$ cat config.mk
export PLATFORM = sky130hd
export DESIGN_NAME = hall_key_rapid_trigger
export DESIGN_NICKNAME = d
export VERILOG_FILES = /design/src/hw/rtl/hkrt_pkg.sv /design/src/hw/rtl/hall_key_rapid_trigger.sv
export SDC_FILE = /design/constraint.sdc
export NUM_CORES = 2
export LEC_CHECK = 0
export ABC_AREA = 0
export BUFFER_PORTS_ARGS = -buffer_cell sky130_fd_sc_hd__buf_2
export CAP_MARGIN = 20
export CORE_MARGIN = 3
export CORE_UTILIZATION = 40
export CTS_BUF_LIST = sky130_fd_sc_hd__clkbuf_8
export DETAILED_ROUTE_END_ITERATION = 12
export PLACE_DENSITY = 0.53
export SKIP_LAST_GASP = 1
export SYNTH_ARGS = -nofsm -noshare
export SYNTH_HDL_FRONTEND = slang
export SYNTH_SLANG_ARGS = --single-unit
$ cat constraint.sdc
create_clock -name clk -period 10.55 [get_ports clk]
set_input_delay 2.11 -clock clk [delete_from_list [all_inputs] [get_ports clk]]
set_output_delay 2.11 -clock clk [all_outputs]
set_load 0.05 [all_outputs]
$ cat src/hw/rtl/hkrt_pkg.sv
// Shared constants, types and helper functions for the hall key rapid trigger block.
`default_nettype none

package hkrt_pkg;

    localparam int KEYS          = 20;
    localparam int TRAVEL_UNITS  = 320;
    localparam int RELEASE_FLOOR = 10;

    localparam int KEY_IDX_W  = $clog2(KEYS);
    localparam int KEY_W      = 5;
    localparam int KIND_W     = 2;
    localparam int ADC_W      = 12;
    localparam int POS_W      = 9;
    localparam int CODE_W     = 8;
    localparam int ZONE_W     = 8;
    localparam int REM_W      = ADC_W + $clog2(TRAVEL_UNITS + 1);
    localparam int DIV_STEPS  = POS_W;
    localparam int CNT_W      = $clog2(DIV_STEPS);
    localparam int CFG_IDX_W  = 1;
    localparam int CFG_DATA_W = 12;
    localparam int S_TDATA_W  = 56;
    localparam int S_TUSER_W  = KIND_W;
    localparam int M_TDATA_W  = 24;

    localparam logic [ADC_W-1:0]  DEF_SPAN       = ADC_W'(200);
    localparam logic [ADC_W-1:0]  DEF_NOISE      = ADC_W'(60);
    localparam logic [POS_W-1:0]  DEF_ACTUATION  = POS_W'(120);
    localparam logic [POS_W-1:0]  DEF_HYSTERESIS = POS_W'(50);
    localparam logic [ZONE_W-1:0] DEF_TOP        = ZONE_W'(20);
    localparam logic [ZONE_W-1:0] DEF_BOTTOM     = ZONE_W'(10);

    localparam logic [CODE_W-1:0] CODE_MIN   = CODE_W'(1);
    localparam logic [CODE_W-1:0] CODE_MAX   = CODE_W'(30);
    localparam logic [POS_W-1:0]  CODE_SCALE = POS_W'(10);

    localparam logic [KIND_W-1:0] KIND_SAMPLE    = 2'd0;
    localparam logic [KIND_W-1:0] KIND_CALIBRATE = 2'd1;
    localparam logic [KIND_W-1:0] KIND_SETTINGS  = 2'd2;

    localparam logic [CFG_IDX_W-1:0] CFG_NOISE_FLOOR  = 1'd0;
    localparam logic [CFG_IDX_W-1:0] CFG_INITIAL_SPAN = 1'd1;

    typedef enum logic [1:0] {
        ST_IDLE,
        ST_LOAD,
        ST_DIV,
        ST_DONE
    } state_t;

    typedef struct packed {
        logic [ADC_W-1:0]  rest;
        logic [ADC_W-1:0]  span;
        logic              pressed;
        logic [POS_W-1:0]  anchor;
        logic [POS_W-1:0]  pos;
        logic [POS_W-1:0]  actuation;
        logic [POS_W-1:0]  hysteresis;
        logic [ZONE_W-1:0] top;
        logic [ZONE_W-1:0] bottom;
    } key_state_t;

    function automatic key_state_t default_state(input logic [ADC_W-1:0] rest,
                                                 input logic [ADC_W-1:0] span);
        key_state_t ks;
        ks.rest       = rest;
        ks.span       = span;
        ks.pressed    = 1'b0;
        ks.anchor     = '0;
        ks.pos        = '0;
        ks.actuation  = DEF_ACTUATION;
        ks.hysteresis = DEF_HYSTERESIS;
        ks.top        = DEF_TOP;
        ks.bottom     = DEF_BOTTOM;
        return ks;
    endfunction

    function automatic logic [POS_W-1:0] clamp_tenths(input logic [CODE_W-1:0] code);
        logic [CODE_W-1:0] c;
        c = code;
        if (c < CODE_MIN) c = CODE_MIN;
        if (c > CODE_MAX) c = CODE_MAX;
        return POS_W'(c) * CODE_SCALE;
    endfunction

endpackage

`default_nettype wire

$ cat src/hw/rtl/hall_key_rapid_trigger.sv
// Per-key rapid trigger for magnetic keys with an iterative position divider.
//
// The slave stream takes one word per item: tuser carries the kind (sample,
// calibrate, write settings) and tdata the key, raw ADC value and settings
// codes. Each item yields exactly one word on the master stream with the
// key, its pressed flag, current position and rapid trigger anchor.
// A sample runs through a load state, nine steps of a shared restoring
// subtract-and-compare unit that forms dev*320/span one quotient bit per
// cycle, and a write-back state that registers the result word.
// All other items, samples with a zero span and samples for a key
// beyond the last skip the divider: the load state goes straight to
// write-back, which then returns the sequencer to idle. The next word is
// accepted once the sequencer is back in idle, even while the previous result
// still waits in the output register. If the receiver stalls, the sequencer
// holds in its write-back cycle until the output register frees up. Reset
// loads every key with the default settings, a resting level of zero and the
// default span, and sets the noise floor to 60 and the initial span to 200.
`default_nettype none

module hall_key_rapid_trigger (
    input  wire logic                            clk,
    input  wire logic                            rst_n,
    input  wire logic                            cfg_we,
    input  wire logic [hkrt_pkg::CFG_IDX_W-1:0]  cfg_index,
    input  wire logic [hkrt_pkg::CFG_DATA_W-1:0] cfg_data,
    input  wire logic                            s_tvalid,
    output logic                                 s_tready,
    // key[4:0], raw[16:5], actuation_code[24:17], hysteresis_code[32:25],
    // top_code[40:33], bottom_code[48:41], zero fill[55:49]
    input  wire logic [hkrt_pkg::S_TDATA_W-1:0]  s_tdata,
    // kind[1:0]
    input  wire logic [hkrt_pkg::S_TUSER_W-1:0]  s_tuser,
    output logic                                 m_tvalid,
    input  wire logic                            m_tready,
    // key_out[4:0], pressed[5], position[14:6], anchor[23:15]
    output logic [hkrt_pkg::M_TDATA_W-1:0]       m_tdata
);
    import hkrt_pkg::*;

    state_t                 state_reg, state_next;
    logic [ADC_W-1:0]       noise_floor_reg;
    logic [ADC_W-1:0]       initial_span_reg;
    key_state_t             keys_reg [KEYS];

    logic [KIND_W-1:0]      kind_reg;
    logic [KEY_W-1:0]       key_reg;
    logic [ADC_W-1:0]       raw_reg;
    logic [CODE_W-1:0]      act_code_reg;
    logic [CODE_W-1:0]      hyst_code_reg;
    logic [CODE_W-1:0]      top_code_reg;
    logic [CODE_W-1:0]      bottom_code_reg;

    logic [ADC_W-1:0]       span_reg, span_next;
    logic [REM_W-1:0]       rem_reg, rem_next;
    logic [POS_W-1:0]       quot_reg, quot_next;
    logic [CNT_W-1:0]       cnt_reg, cnt_next;

    logic                   m_tvalid_reg, m_tvalid_next;
    logic [M_TDATA_W-1:0]   m_tdata_reg, m_tdata_next;

    logic                   accept;
    logic                   key_ok;
    logic [KEY_IDX_W-1:0]   idx;
    key_state_t             ks;
    key_state_t             ks_new;
    logic                   key_we;
    logic [ADC_W-1:0]       dev_abs;
    logic [ADC_W-1:0]       dev;
    logic [REM_W-1:0]       trial;
    logic [POS_W-1:0]       pos_div;
    logic [POS_W-1:0]       pos;
    logic [POS_W:0]         a_plus_h;
    logic [POS_W:0]         p_plus_h;
    logic                   in_bottom;
    logic                   out_free;

    assign accept   = s_tvalid && s_tready;
    assign key_ok   = int'(key_reg) < KEYS;
    assign idx      = key_reg[KEY_IDX_W-1:0];
    assign ks       = keys_reg[idx];
    assign out_free = !m_tvalid_reg || m_tready;
    assign s_tready = (state_reg == ST_IDLE);
    assign m_tvalid = m_tvalid_reg;
    assign m_tdata  = m_tdata_reg;

    assign dev_abs = (raw_reg >= ks.rest) ? (raw_reg - ks.rest) : (ks.rest - raw_reg);
    assign dev     = (dev_abs < noise_floor_reg) ? '0 : dev_abs;
    assign trial   = REM_W'(span_reg) << cnt_reg;

    assign pos_div   = (quot_reg > POS_W'(TRAVEL_UNITS)) ? POS_W'(TRAVEL_UNITS) : quot_reg;
    assign pos       = (pos_div < POS_W'(ks.top)) ? '0 : pos_div;
    assign a_plus_h  = {1'b0, ks.anchor} + {1'b0, ks.hysteresis};
    assign p_plus_h  = {1'b0, pos} + {1'b0, ks.hysteresis};
    assign in_bottom = ({1'b0, pos} + (POS_W+1)'(ks.bottom)) > (POS_W+1)'(TRAVEL_UNITS);

    always_comb
    begin
        state_next    = state_reg;
        span_next     = span_reg;
        rem_next      = rem_reg;
        quot_next     = quot_reg;
        cnt_next      = cnt_reg;
        m_tvalid_next = m_tvalid_reg;
        m_tdata_next  = m_tdata_reg;
        ks_new        = ks;
        key_we        = 1'b0;

        if (m_tvalid_reg && m_tready)
        begin
            m_tvalid_next = 1'b0;
        end

        case (state_reg)
            ST_IDLE:
            begin
                if (accept)
                begin
                    state_next = ST_LOAD;
                end
            end
            ST_LOAD:
            begin
                span_next = (dev > ks.span) ? dev : ks.span;
                rem_next  = REM_W'(dev) * REM_W'(TRAVEL_UNITS);
                quot_next = '0;
                cnt_next  = CNT_W'(DIV_STEPS - 1);
                if (key_ok && kind_reg == KIND_SAMPLE && span_next != '0)
                begin
                    state_next = ST_DIV;
                end
                else
                begin
                    state_next = ST_DONE;
                end
            end
            ST_DIV:
            begin
                if (rem_reg >= trial)
                begin
                    rem_next       = rem_reg - trial;
                    quot_next      = quot_reg;
                    quot_next[cnt_reg] = 1'b1;
                end
                cnt_next = cnt_reg - CNT_W'(1);
                if (cnt_reg == '0)
                begin
                    state_next = ST_DONE;
                end
            end
            ST_DONE:
            begin
                case (kind_reg)
                    KIND_SAMPLE:
                    begin
                        ks_new.span = span_reg;
                        ks_new.pos  = pos;
                        if (ks.pressed)
                        begin
                            if (p_plus_h < {1'b0, ks.anchor})
                            begin
                                if (!in_bottom)
                                begin
                                    ks_new.pressed = 1'b0;
                                end
                                ks_new.anchor = pos;
                            end
                            else if (pos > ks.anchor)
                            begin
                                ks_new.anchor = pos;
                            end
                            if (pos <= POS_W'(RELEASE_FLOOR))
                            begin
                                ks_new.pressed = 1'b0;
                            end
                        end
                        else
                        begin
                            if ({1'b0, pos} > a_plus_h && pos >= ks.actuation)
                            begin
                                ks_new.pressed = 1'b1;
                                ks_new.anchor  = pos;
                            end
                            else if (pos < ks.anchor)
                            begin
                                ks_new.anchor = pos;
                            end
                        end
                    end
                    KIND_CALIBRATE:
                    begin
                        ks_new = default_state(raw_reg, initial_span_reg);
                    end
                    KIND_SETTINGS:
                    begin
                        ks_new.actuation  = clamp_tenths(act_code_reg);
                        ks_new.hysteresis = clamp_tenths(hyst_code_reg);
                        ks_new.top        = top_code_reg;
                        ks_new.bottom     = bottom_code_reg;
                    end
                    default:
                    begin
                        ks_new = ks;
                    end
                endcase

                if (out_free)
                begin
                    key_we        = key_ok;
                    m_tvalid_next = 1'b1;
                    if (key_ok)
                    begin
                        m_tdata_next = {ks_new.anchor, ks_new.pos, ks_new.pressed, key_reg};
                    end
                    else
                    begin
                        m_tdata_next = {{(M_TDATA_W-KEY_W){1'b0}}, key_reg};
                    end
                    state_next = ST_IDLE;
                end
            end
            default:
            begin
                state_next = ST_IDLE;
            end
        endcase
    end

    always_ff @(posedge clk or negedge rst_n)
    begin
        if (!rst_n)
        begin
            state_reg <= ST_IDLE;
        end
        else
        begin
            state_reg <= state_next;
        end
    end

    always_ff @(posedge clk or negedge rst_n)
    begin
        if (!rst_n)
        begin
            noise_floor_reg  <= DEF_NOISE;
            initial_span_reg <= DEF_SPAN;
            m_tvalid_reg     <= 1'b0;
            for (int k = 0; k < KEYS; k++)
            begin
                keys_reg[k] <= default_state('0, DEF_SPAN);
            end
        end
        else
        begin
            if (cfg_we)
            begin
                case (cfg_index)
                    CFG_NOISE_FLOOR:  noise_floor_reg  <= cfg_data;
                    CFG_INITIAL_SPAN: initial_span_reg <= cfg_data;
                    default:          noise_floor_reg  <= noise_floor_reg;
                endcase
            end
            m_tvalid_reg <= m_tvalid_next;
            if (key_we)
            begin
                keys_reg[idx] <= ks_new;
            end
        end
    end

    always_ff @(posedge clk)
    begin
        if (accept)
        begin
            kind_reg        <= s_tuser[KIND_W-1:0];
            key_reg         <= s_tdata[4:0];
            raw_reg         <= s_tdata[16:5];
            act_code_reg    <= s_tdata[24:17];
            hyst_code_reg   <= s_tdata[32:25];
            top_code_reg    <= s_tdata[40:33];
            bottom_code_reg <= s_tdata[48:41];
        end
        span_reg    <= span_next;
        rem_reg     <= rem_next;
        quot_reg    <= quot_next;
        cnt_reg     <= cnt_next;
        m_tdata_reg <= m_tdata_next;
    end

`ifndef ASSERT_OFF
    // A pressed key always sits above the forced release floor.
    assert property (@(posedge clk) disable iff (!rst_n)
        m_tvalid && m_tdata[5] |-> m_tdata[14:6] > POS_W'(RELEASE_FLOOR))
        else $error("pressed key reported at or below the release floor");

    // Position and anchor never leave the travel range.
    assert property (@(posedge clk) disable iff (!rst_n)
        m_tvalid |-> m_tdata[14:6] <= POS_W'(TRAVEL_UNITS)
                  && m_tdata[23:15] <= POS_W'(TRAVEL_UNITS))
        else $error("position or anchor beyond full travel");

    // The divider only runs on a nonzero span.
    assert property (@(posedge clk) disable iff (!rst_n)
        state_reg == ST_DIV |-> span_reg != '0)
        else $error("divider started with a zero span");

    // A finished item leaves a valid result word behind.
    assert property (@(posedge clk) disable iff (!rst_n)
        state_reg == ST_DONE && state_next == ST_IDLE |=> m_tvalid)
        else $error("item finished without a result word");
`endif

endmodule

`default_nettype wire

## Yosys cells after proc, flatten, opt, wreduce, memory -nomap -nowiden

Index checks and enable logic that the tools add are counted.

| word-level totals | value |
|---|---|
| flip-flop bits (word level) | 1688 |
| latch bits | 0 |
| bits in writable memories | 0 |
| memory bits (read-only) | 0 |
| output and inout port bits | 26 |
| word-level logic and storage cells | 314 |
| memories kept | 0 |

| cells by class | value |
|---|---|
| add/sub/neg operators | 7 |
| multipliers | 3 |
| div/mod/pow operators | 0 |
| order comparisons | 22 |
| equality and inequality tests | 9 |
| shift-type cells | 1 |
| mux-type cells | 53 |
| bitwise gates (word level) | 3 |
| reductions and logical operators | 19 |

Operators by type and width:

| cell | count |
|---|---|
| 1540-bit bitwise mux | 1 |
| 77-bit binary-select mux with 5-bit select | 1 |
| 77-bit demux with 5-bit select | 1 |
| 77-bit 2-to-1 mux | 4 |
| 8-bit 2-to-1 mux | 12 |
| 34-bit one-hot mux with 2 select lines | 1 |
| 9-bit 2-to-1 mux | 7 |
| 31-bit one-hot mux with 2 select lines | 1 |
| 12-bit 2-to-1 mux | 4 |
| 21-bit one-hot mux with 2 select lines | 1 |
| 12-bit subtractor | 2 |
| 21-bit greater-or-equal comparator | 1 |
| 21-bit 2-to-1 mux | 1 |
| 12-bit by 4-bit left shift with 21-bit output | 1 |
| 21-bit subtractor | 1 |
| 9-bit by 9-bit adder with 10-bit output | 2 |
| 9-bit one-hot mux with 2 select lines | 1 |
| 8-bit by 5-bit > comparator with 1-bit output, second input constant | 2 |
| 8-bit by 1-bit less-than comparator with 1-bit output, second input constant | 2 |
| 8-bit by 3-bit multiplier with 8-bit output, second input constant | 2 |
| 12-bit by 3-bit multiplier with 15-bit output, second input constant | 1 |
| 12-bit greater-or-equal comparator | 1 |
| 12-bit > comparator | 1 |
| 12-bit less-than comparator | 1 |
| other kinds (38) | 65 |

## Longest topological paths before layout

| logic depth | value |
|---|---|
| depth in word-level cells | 15 |
| mapped depth | 41 |

## Worst setup path before layout

No wires, ideal clock.

| timing path | value |
|---|---|
| path kind | register to register |
| from | register key_reg[0] (netlist: idx[0]) |
| to | register rem_reg[19], data pin |
| arrival | 7.694 ns |
| slack | 2.587 ns |
| stages on the path, launching flop included | 38 |
| path buffers | 8 |
| period minus slack after synthesis | 7.963 ns |
| cells stage by stage | edfxtp_1 -> buf_6 -> buf_8 -> buf_6 -> buf_2 -> buf_2 -> mux4_2 -> mux2i_1 -> o22a_1 -> inv_1 -> ha_1 -> clkbuf_1 -> a2111oi_0 -> o211ai_1 -> o21ai_2 -> buf_2 -> mux2i_1 -> xnor2_1 -> [2 not listed] -> a211oi_1 -> o21a_1 -> o21a_1 -> clkbuf_1 -> and2_1 -> ha_1 -> ha_1 -> fa_1 -> a21o_1 -> a21oi_1 -> o21bai_1 -> a21oi_1 -> o21ai_0 -> a21o_1 -> a21oi_1 -> xnor2_1 -> nand2_1 -> o21ai_0 |

| between the ends | value |
|---|---|
| cells in the longest elaborated chain, start to end | 10 |
| elaborated cells between the ends (all ways) | 12 |

RTL lines:

| what | RTL line | RTL |
|---|---|---|
| start: declaration | hall_key_rapid_trigger.sv:46 | `logic [KEY_W-1:0] key_reg;` |
| start signal: assignment | hall_key_rapid_trigger.sv:275 | `key_reg <= s_tdata[4:0];` |
| 5-bit NOT with 6-bit output (implied by the code) * | hall_key_rapid_trigger.sv:80 | `assign ks = keys_reg[idx];` |
| 77-bit binary-select mux with 5-bit select * | hall_key_rapid_trigger.sv:80 |  |
| 77-bit 2-to-1 mux (implied by the code) * (2 in a row) | hall_key_rapid_trigger.sv:80 |  |
| 12-bit subtractor / 12-bit greater-or-equal comparator (equally long branches) | hall_key_rapid_trigger.sv:86 | `assign dev_abs = (raw_reg >= ks.rest) ? (raw_reg - ks.rest) : (ks.rest - raw_reg);` |
| 12-bit 2-to-1 mux * | hall_key_rapid_trigger.sv:86 |  |
| 12-bit less-than comparator | hall_key_rapid_trigger.sv:87 | `assign dev = (dev_abs < noise_floor_reg) ? '0 : dev_abs;` |
| 12-bit 2-to-1 mux * | hall_key_rapid_trigger.sv:87 |  |
| 12-bit by 3-bit multiplier with 15-bit output * | hall_key_rapid_trigger.sv:124 | `rem_next = REM_W'(dev) * REM_W'(TRAVEL_UNITS);` |
| 21-bit one-hot mux with 2 select lines * | hall_key_rapid_trigger.sv:113 | `case (state_reg)` |
| named net rem_next[19] | hall_key_rapid_trigger.sv:54 | `logic [REM_W-1:0] rem_reg, rem_next;` |
| end signal: assignment | hall_key_rapid_trigger.sv:283 | `rem_reg <= rem_next;` |
| end: declaration | hall_key_rapid_trigger.sv:54 |  |

Mark *: on every way through the listed nets, which the timed path passes. The rest lies on a longest branch. The select of a mux whose other input is x is not followed.
A chain may end at the register's enable or synchronous reset.

## Worst setup path after layout

| timing path | value |
|---|---|
| from | register key_reg[1] (netlist: idx[1]) |
| to | register keys_reg[359] (netlist bit) |

| between the ends | value |
|---|---|
| cells in the longest elaborated chain, start to end | 13 |
| elaborated cells between the ends (all ways) | 30 |

RTL lines:

| what | RTL line | RTL |
|---|---|---|
| 5-bit NOT with 6-bit output (implied by the code) | hall_key_rapid_trigger.sv:80, hall_key_rapid_trigger.sv:265 |  |
| 77-bit binary-select mux with 5-bit select | hall_key_rapid_trigger.sv:80 |  |
| 77-bit 2-to-1 mux (implied by the code) (2 in a row) | hall_key_rapid_trigger.sv:80 |  |
| 9-bit by 8-bit less-than comparator with 1-bit output | hall_key_rapid_trigger.sv:91 | `assign pos = (pos_div < POS_W'(ks.top)) ? '0 : pos_div;` |
| 9-bit 2-to-1 mux | hall_key_rapid_trigger.sv:91 |  |
| 9-bit by 9-bit adder with 10-bit output (tied with other cells) | hall_key_rapid_trigger.sv:93 | `assign p_plus_h = {1'b0, pos} + {1'b0, ks.hysteresis};` |
| 10-bit by 9-bit less-than comparator with 1-bit output (tied with other cells) | hall_key_rapid_trigger.sv:159 | `if (p_plus_h < {1'b0, ks.anchor})` |
| 9-bit 2-to-1 mux (on tied branches) | hall_key_rapid_trigger.sv:159, hall_key_rapid_trigger.sv:178 |  |
| 10-bit 2-to-1 mux | hall_key_rapid_trigger.sv:157 | `if (ks.pressed)` |
| 31-bit one-hot mux with 2 select lines | hall_key_rapid_trigger.sv:152 | `case (kind_reg)` |
| 77-bit 2-to-1 mux | hall_key_rapid_trigger.sv:113 |  |
| 1540-bit bitwise mux | hall_key_rapid_trigger.sv:265 | `keys_reg[idx] <= ks_new;` |
| end signal: indexed assignment | hall_key_rapid_trigger.sv:249 | `keys_reg[k] <= default_state('0, DEF_SPAN);` |
| end signal: indexed assignment | hall_key_rapid_trigger.sv:265 |  |
| end: declaration | hall_key_rapid_trigger.sv:43 | `key_state_t keys_reg [KEYS];` |

Parallel ways exist; a longest one is shown, timed or not. The select of a mux whose other input is x is not followed.

==> qor.txt <==
=====================================================================================
Cts-stage hold buffer count                                                         0
Number of cell rows                                                               163
Worst clock skew                                                             80.50 ps
Die Outline Area                                                         206400 sq um
Die Y-Extent                                                             454.3 microns
Cell accounting for the most synthesized area                                 dfrtp_1
Via count                                                                       56673
Number of synthesized flops with an enable pin                                    121
Pin count of the biggest net entering global routing                              177
Worst IR drop on VDD                                                        0.1428 mV
Number of top-level design ports                                                  102
Number of buffers created by CTS                                                  309
Kind of start point of the critical path                                     register
Flip-flop count of the largest register, all copies and words added              1540
Number of global-route vias before repair                                       57025
Total power divided by cell area                                         214.6 nW/um^2
Clk Tree Root Cell                                                           clkbuf_8
Worst min path class                                                       reg -> reg
Overall die width                                                        454.3 microns
Maximum clock frequency                                                     108.5 MHz
Result of the run                                                           completed
Post-synthesis cell count                                                        7474
DR pass1 iterations                                                                 5
Worst relative slew slack                                                      12.82%
Final design utilization                                                       45.06%
Worst slack on hold paths                                                    454.9 ps
Total GRT Usage                                                                23.72%
Clock-pin slew of the registers on the worst-case setup and hold paths          60 ps
Sum of net half-perimeters after detailed placement                          142.2 mm
Transition time of the tightest slew-check pin                                1308 ps
Sequential share of the synthesized area                                       53.75%
DRC violation total after the first TritonRoute iteration                        4655
Final worst path period need                                                  9214 ps
Register-to-register path setup slack                                         1340 ps
CTS tree                                                                        built
FF+latch count, synth                                                            1688
Final hold violations                                                               0
Final ANT Viol Nets                                                                 0
Post-Route WL                                                                243.7 mm
Setup_tns                                                                        0 ps
Worst skew pair latency                                                       1050 ps
Cell at the slowest stage of the critical path                               edfxtp_1
Number of H-tree levels                                                             5
Final weighted congestion in routability-driven placement                      0.8634
Per-instance average area after synthesis                                 10.75 sq um
Clock tree sinks                                                                 1688
Maximum fanout along the worst path                                                20
Crit-path most repeated cell                                                    buf_4
Final nets                                                                       7702
Summed instance area of the synthesized netlist                           80380 sq um
Setup repair after global routing missed its margin                                no
Worst path required time                                                     11500 ps
Share of synthesized flip-flops with an asynchronous set or reset              92.83%
Final number of setup-violating endpoints                                           0
Setup bufs post-CTS                                                                 0
Library cell with the highest instance count after synthesis                  nand2_1
Post-route DRC                                                                      0
Source of the worst hold timing path                                     keys_reg[1013]
Total leakage power                                                          39.08 nW
Area added between synthesis and finish                                        11.35%
Detail-routed net length per standard cell                               23.68 microns
Start-to-end type of the worst setup path                                  reg -> reg
Number of maximum-capacitance violations                                            0
Post-route fraction of the period consumed by the critical path                87.34%
Area of the core region                                                  198600 sq um
CTS max path bufs                                                                   4
Fraction of final layout cells sized beyond drive strength 1                   20.85%
Share of Yosys cell area claimed by the top area cell type                     39.85%
Total count of max-transition violations in the final report                        0
Antenna violations before repair                                                    2
Post-layout power                                                            19.21 mW
Element type at the critical path end                                        register
Commonest cells in the synthesized netlist                               1824 x nand2_1, 1406 x o21ai_0, 1280 x dfrtp_1, 480 x clkbuf_1, 395 x mux4_2
Main synth FF type                                                            dfrtp_1
Critical path launch point                                                     idx[1]
Count of synthesis-stage warnings from yosys                                        0
Global route overflow                                                               0
Number of buffers added on ports                                                   94
Delay of the slowest critical-path stage                                       980 ps
Distinct cell type count after synthesis                                           82
Worst path arrival time                                                      10160 ps
Cell types occupying the most area after synthesis                       dfrtp_1 40%, mux4_2 11%, dfstp_2 9.4%, o21ai_0 8.8%, nand2_1 8.5%
Initial Util                                                                   40.46%
Vias per cell                                                                   5.505
Number of gates given a new drive strength after cts                                0
Startpoint of the worst-slack reg-to-reg timing path                           idx[1]
Global-route wire length before repair                                       370.0 mm
=====================================================================================
==> per-layer routing <==
layer | track usage (%) | up-vias | share of wire (%)
li1 | - | 26024 | -
met1 | 33.05 | 28759 | 45
met2 | 38.29 | 1493 | 47
met3 | 3.533 | 397 | 5.0
met4 | 7.546 | 0 | 3.1
met5 | 0 | - | 0
==> area by class of cell <==
| class | instances | area [sq um] |
|---|---|---|
| fillers | 18741 | 109100 |
| clock inverters | 140 | 643.1 |
| flip-flops and latches | 1688 | 43210 |
| well taps | 2640 | 3303 |
| clock buffers | 389 | 5354 |
| repair buffers | 305 | 2382 |
| diodes | 3 | 7.507 |
| multi-input cells | 5029 | 34220 |
| inverters | 100 | 380.4 |
==> placed cells by master (no fill, tap or decap), drive strengths merged, types with 36 or more instances in the layout <==
cell,instances
mux2i,139
nand2,1828
buf,305
edfxtp,121
o21ai,1438
mux2,128
dfstp,287
nor2,186
ha,184
a21oi,193
mux4,400
clkbuf,389
a22oi,38
inv,203
a21o,36
dfrtp,1280
xnor2,37
==> per-stage QoR <==
step                std cells  instance area [sq um]  worst slack [ps]
floorplan                7477                  80390              2587
detailed placement       9758                  83450              1435
global placement         9751                  83400              1443
global route            10292                  89490             794.6
CTS                     10287                  89450              1371
finish                  10294                  89500              1336
==> worst paths after layout <==
check	to	depth (start not counted)
max in group asynchronous	keys_reg[1499]	3
hold / removal	keys_reg[1013]	2
min in group asynchronous	keys_reg[611]	1
hold reg to reg	keys_reg[1013]	2
setup reg to reg	keys_reg[359]	30
setup / recovery	keys_reg[359]	30
==> kinds of logic after synthesis <==
logic type	after synthesis	synth area share, %
AND/OR/NAND/NOR	2215	10.94
AO/OA/AOI/OAI	1894	12.78
flip-flops	1688	53.75
buffers and inverters	760	4.068
multiplexers	667	14.76
adder cells (fa/ha/maj)	193	3.088
XOR/XNOR	56	0.6102
other	1	0.004665
==> worst max-delay path: cells and delay by family (launching register included) <==
| kind | cells | cell delay, ps |
|---|---|---|
| adder cells (fa/ha/maj) | 3 | 830 |
| AO/OA/AOI/OAI | 14 | 3670 |
| AND/OR/NAND/NOR | 5 | 950 |
| multiplexers | 2 | 650 |
| XOR/XNOR | 1 | 130 |
| buffers and inverters | 5 | 1820 |
| flip-flops | 1 | 980 |
==> report_power, final <==
part           switching, mW  total, mW  internal, mW
Clock                   2.77       6.11          3.35
Combinational           3.29       5.23          1.94
Sequential             0.444       7.86          7.41
Total                   6.50       19.2          12.7
No activity file was read; power rests on OpenSTA's default activity.
